===== config.mk =====
export PLATFORM = sky130hd
export DESIGN_NAME = daf_bcd_chain
export DESIGN_NICKNAME = d
export VERILOG_FILES = /design/src/hdl/assert_macros.svh /design/src/hdl/daf_pkg.sv /design/src/hdl/daf_bcd_cell.sv /design/src/hdl/daf_bcd_chain.sv
export SDC_FILE = /design/constraint.sdc
export NUM_CORES = 1
export LEC_CHECK = 0
export ABC_AREA = 1
export ABC_CLOCK_PERIOD_IN_PS = 1500
export BUFFER_PORTS_ARGS = -buffer_cell sky130_fd_sc_hd__buf_4
export CAP_MARGIN = 20
export CORE_MARGIN = 4
export CORE_UTILIZATION = 45
export DETAILED_ROUTE_END_ITERATION = 6
export PLACE_DENSITY = 0.63
export SLEW_MARGIN = 40
export SYNTH_ARGS = -nofsm -noshare
export SYNTH_HDL_FRONTEND = slang
export SYNTH_HIERARCHICAL = 1
export SYNTH_SLANG_ARGS = --single-unit

===== constraint.sdc =====
create_clock -name clk -period 1.5 [get_ports clk]
set_input_delay 0.15 -clock clk [delete_from_list [all_inputs] [get_ports clk]]
set_output_delay 0.15 -clock clk [all_outputs]
set_load 0.005 [all_outputs]

===== src/hdl/assert_macros.svh =====
// Assertion helpers shared by the RTL.
`ifndef ASSERT_MACROS_SVH
`define ASSERT_MACROS_SVH

// Check that expr holds on every clock outside of reset.
`define ASSERT_ALWAYS(lbl, clk, rst_n, expr, msg) \
  lbl: assert property (@(posedge clk) disable iff (!rst_n) (expr)) else $error(msg);

// Same-cycle implication.
`define ASSERT_IMPLIES(lbl, clk, rst_n, ante, cons, msg) \
  lbl: assert property (@(posedge clk) disable iff (!rst_n) (ante) |-> (cons)) \
    else $error(msg);

`endif


===== src/hdl/daf_pkg.sv =====
package daf_pkg;

  localparam int DAF_VALUE_BITS_DEF = 64;
  localparam int DAF_VALUE_W        = 64;
  localparam int DAF_SIZE_W         = 8;
  localparam int DAF_POS_W          = 8;
  localparam int DAF_CHAR_W         = 8;
  localparam int DAF_LEN_W          = 5;
  localparam int DAF_BCD_W          = 4;
  // decimal digits for a 64-bit value
  localparam int DAF_NDIG_DEF       = 20;

  localparam int DAF_PREFIX_LEN     = 10;
  localparam logic [DAF_CHAR_W-1:0] DAF_ASCII_ZERO = 8'h30;
  localparam logic [DAF_CHAR_W-1:0] DAF_TERM       = 8'h00;

  // ten-byte tag written ahead of the number
  localparam logic [DAF_CHAR_W-1:0] DAF_PREFIX [0:DAF_PREFIX_LEN-1] = '{
    8'h77, 8'h61, 8'h69, 8'h74, 8'h5F, 8'h70, 8'h6F, 8'h72, 8'h74, 8'h5F
  };

  typedef enum logic [3:0] {
    S_IDLE,
    S_CONV,     // double-dabble, one value bit per cycle
    S_NORM,     // drop leading zero digits
    S_PREFIX,
    S_DIGITS,
    S_TERM,
    S_FAILMID,  // terminator after prefix when number does not fit
    S_FAIL0,    // lone terminator at offset 0
    S_NONE      // zero-size buffer, no write
  } daf_state_t;

  typedef struct packed {
    logic clear;
    logic bit_shift;
    logic dig_shift;
  } daf_cell_ctrl_t;

endpackage


===== src/hdl/daf_bcd_cell.sv =====
module daf_bcd_cell import daf_pkg::*; (
  input  logic                 clk,
  input  daf_cell_ctrl_t       ctrl,
  input  logic                 carry_in,
  input  logic [DAF_BCD_W-1:0] dig_in,
  output logic [DAF_BCD_W-1:0] digit,
  output logic                 carry_out
);

  logic [DAF_BCD_W-1:0] digit_r;
  logic [DAF_BCD_W-1:0] adj;

  // add 3 when >= 5 so the following doubling carries correctly
  assign adj       = (digit_r >= 4'd5) ? digit_r + 4'd3 : digit_r;
  assign carry_out = adj[DAF_BCD_W-1];
  assign digit     = digit_r;

  always_ff @(posedge clk) begin
    if (ctrl.clear) begin
      digit_r <= '0;
    end else if (ctrl.bit_shift) begin
      digit_r <= {adj[DAF_BCD_W-2:0], carry_in};
    end else if (ctrl.dig_shift) begin
      digit_r <= dig_in;
    end
  end

endmodule


===== src/hdl/daf_bcd_chain.sv =====
module daf_bcd_chain import daf_pkg::*; #(
  parameter int NDIG = DAF_NDIG_DEF
) (
  input  logic                 clk,
  input  daf_cell_ctrl_t       ctrl,
  input  logic                 ser_in,
  output logic [DAF_BCD_W-1:0] top_digit,
  output logic                 overflow
);

  logic [DAF_BCD_W-1:0] digits [0:NDIG-1];
  logic                 carry  [0:NDIG-1];

  // cell 0 is the least significant digit
  for (genvar i = 0; i < NDIG; i++) begin : g_cell
    if (i == 0) begin : g_lsd
      daf_bcd_cell u_cell (
        .clk       (clk),
        .ctrl      (ctrl),
        .carry_in  (ser_in),
        .dig_in    ('0),
        .digit     (digits[i]),
        .carry_out (carry[i])
      );
    end else begin : g_upper
      daf_bcd_cell u_cell (
        .clk       (clk),
        .ctrl      (ctrl),
        .carry_in  (carry[i-1]),
        .dig_in    (digits[i-1]),
        .digit     (digits[i]),
        .carry_out (carry[i])
      );
    end
  end

  assign top_digit = digits[NDIG-1];
  assign overflow  = carry[NDIG-1];

endmodule

==> results.ini <==
[status]
run_status=complete, but fails checks
violations=setup timing

[drt]
post_drt_wl_per_cell_um=11.8
drt_pass1_iterations=5
drtAntennaViolNets=0
via_count=5797
initialDrtViolationCount=321
post_drt_via_cell_ratio=5.24
remaining_drc_errors=0
postRouteWirelength_um=13000

[critical_path]
worst_setup_path_start_kind=flip-flop
critPathTopFamily=flip-flops
worstPathArrival_ns=1.38
critical_path.endpoint_type=primary output
worstPathMaxFanout=3
critical_path_class=reg2out
cp_data_required_time_ns=1.35
crit_path_top_delay_cell=dfxtp_4
cp_slowest_stage_delay_ns=0.36
crit_chain=inv_6, ha_4, inv_2, nand2_2, nand3_2, a21boi_2, buf_4
timing.critical_path.buf_inv=3

[die]
dieWidth_um=122
fp.dieH_um=122
floorplan.die_area_um2=15000
fp-row-count=41
pin_count=10
initial_cell_density_of_the_core_pct=46.3
coreArea_um2=12700

[logic_synthesis]
yosysWarningCount=6
syn_inst=881
syn_area_um2=5880
yosysTopAreaCell=dfxtp_1
yosysUniqueCellTypes=15
synth_edf_count=0
most_used_flip_flop_cell_after_synthesis=dfxtp_1
synth_seq_area_share_pct=27.2
synthDominantCellAreaShare_pct=27.2
yosys_reg_bits=80
syn_area_per_cell_um2=6.68
netlist_top_cells_area=dfxtp_1, nand2_1, inv_1
asyncSetResetFlopFracSynth_pct=0

[pwr]
power.density_nw_per_um2=888
static-leakage-power_nw=3.11
pwr-share-seq_pct=40.9
vdd_ir_drop_max_mv=0.463
cell_internal_pwr_mw=4.20
netSwitchingFraction_pct=30.9
share_comb_of_total_power_pct=21.3
power_frac_clock_pct=37.8
total_power_mw=6.07
netSwitchingPower_mw=1.87

[cts]
cts.reportedPaths.clkPinSlew_ns=0.06
clock_latency_at_the_later_pin_of_the_worst_skew_pair_ns=0.34
clock_tree.htree_level_count=3
cts_inserted_buffers=9
cts.sink_count=80
cts_max_path_buffers=2
ctsRootBufferMaster=clkbuf_16
clock_tree_from_tritoncts=built

[timing]
finalMaxSlewViolations=0
final_period_minus_worst_setup_slack_ns=1.53
layout_setup_ws_ns=-0.0288
hold_violations=0
final.setup_skew_ns=0.00594
rsz0062_at_grt=yes
layout_worst_path_cycle_share_pct=102
fmaxAchievable_mhz=654
fin_tns_setup_ns=-0.0352
finalSetupViolations=2

[layout]
layout.cells.most_common_list=nand2_1, inv_1, o21ai_0
areaGrowthSynthToFinish_pct=16.1
finalInstanceArea_um2=6830
mostFrequentLayoutCell=nand2_1
n_antenna_cell=0
design.final.nets=975
post_route_cells_drive_above_1_share_pct=12.8

[global_route]
grt_pass1_wl_um=22800
globalRouteTotalUtil_pct=18.2
grt_start_max_net_pins=46
grt_pass1_vias=5200
antenna_violations_before_repair=0
grt_overflow=0

[placement]
place_hpwl_um=9180
gp_congestion=0.818
port-buffer-count=9
placed_area_um2=6350

[run]
max_capacitance_violation_count=0

[worst_hold_path]
hold_path_class=in2reg

synthesized netlist by cell type, types with 40 or more instances:
cell / n
nand2_1: 200
dfxtp_1: 80
o21ai_0: 100
o211ai_1: 60
nand4_1: 40
inv_1: 160
a21oi_1: 40
nand3_1: 60
ha_1: 40
per-layer routing:
metal / part of all wire, % / GRT usage, % / up-vias
met3: 2.7 / 3.23 / 14
met1: 50 / 24.5 / 2616
met4: 1.4 / 6.72 / 0
met5: 0 / 0 / -
met2: 46 / 29.1 / 75
li1: - / - / 3092
worst register-to-register path, delay by kind of cell (launching register included):
kind	cells	cell delay, ns
AO/OA/AOI/OAI	1	0.05
flip-flops	1	0.36
adder cells (fa/ha/maj)	1	0.14
buffers and inverters	5	0.50
AND/OR/NAND/NOR	5	0.33
what timing repair did:
item,in CTS,in global routing
endpoints found under the setup margin,1,12
gates resized for setup,17,20
buffers inserted,11,1
pin swaps,3,5
hold buffers,0,0
power groups by stage:
stage	clock, mW	combinational (mW)	sequential, mW
after floorplan	0	0.891	2.46
after global placement	0	1.22	2.52
after detailed placement	0	1.22	2.52
after CTS	2.36	1.27	2.48
after global routing	2.45	1.50	2.51
final	2.29	1.29	2.48
cells by family after synthesis:
logic type / Yosys count / share of synthesized area [%]
flip-flops: 80 / 27.2
AND/OR/NAND/NOR: 360 / 28.9
buffers and inverters: 160 / 10.2
other: 1 / 0.0637
AO/OA/AOI/OAI: 240 / 25.1
adder cells (fa/ha/maj): 40 / 8.51
per-stage QoR:
step | setup slack, ns | instances | util [%] | hold WS, ns
floorplan | 0.292 | 884 | - | 0.212
global placement | 0.116 | 1079 | 49.9 | 0.389
detailed placement | 0.108 | 1079 | 49.9 | 0.381
CTS | -0.0142 | 1106 | 53.3 | 0.0191
global route | -0.0812 | 1107 | 53.7 | 0.0309
finish | -0.0288 | 1107 | 53.7 | 0.0286
sequential cells by signal, summed over array words and instances, names as in the netlist:
register                     cells
g_cell.g_lsd.u_cell/digit        4
g_cell.g_upper.u_cell/digit     76
final timing paths:
check / start / end / slack (ns) / cells past startpoint
setup / recovery: g_cell[19].g_upper.u_cell/digit[1]$_SDFFE_PP0P_ / overflow / -0.03 / 7
hold / removal: ser_in / g_cell[0].g_lsd.u_cell/digit[0]$_SDFFE_PP0P_ / 0.03 / 3
setup reg to reg: g_cell[19].g_upper.u_cell/digit[1]$_SDFFE_PP0P_ / g_cell[19].g_upper.u_cell/digit[1]$_SDFFE_PP0P_ / -0.01 / 12
hold reg to reg: g_cell[14].g_upper.u_cell/digit[1]$_SDFFE_PP0P_ / g_cell[14].g_upper.u_cell/digit[1]$_SDFFE_PP0P_ / 0.53 / 2
cell type report:
class                      count  area (µm²)
clock buffer                  11         253
clock inverter                 5        55.1
fill                        1268        5890
inverter                     160         606
multi-input combinational    644        3760
sequential                    80        1610
tap                          172         215
timing repair buffer          35         333
Power figures use the tool's default switching activity.
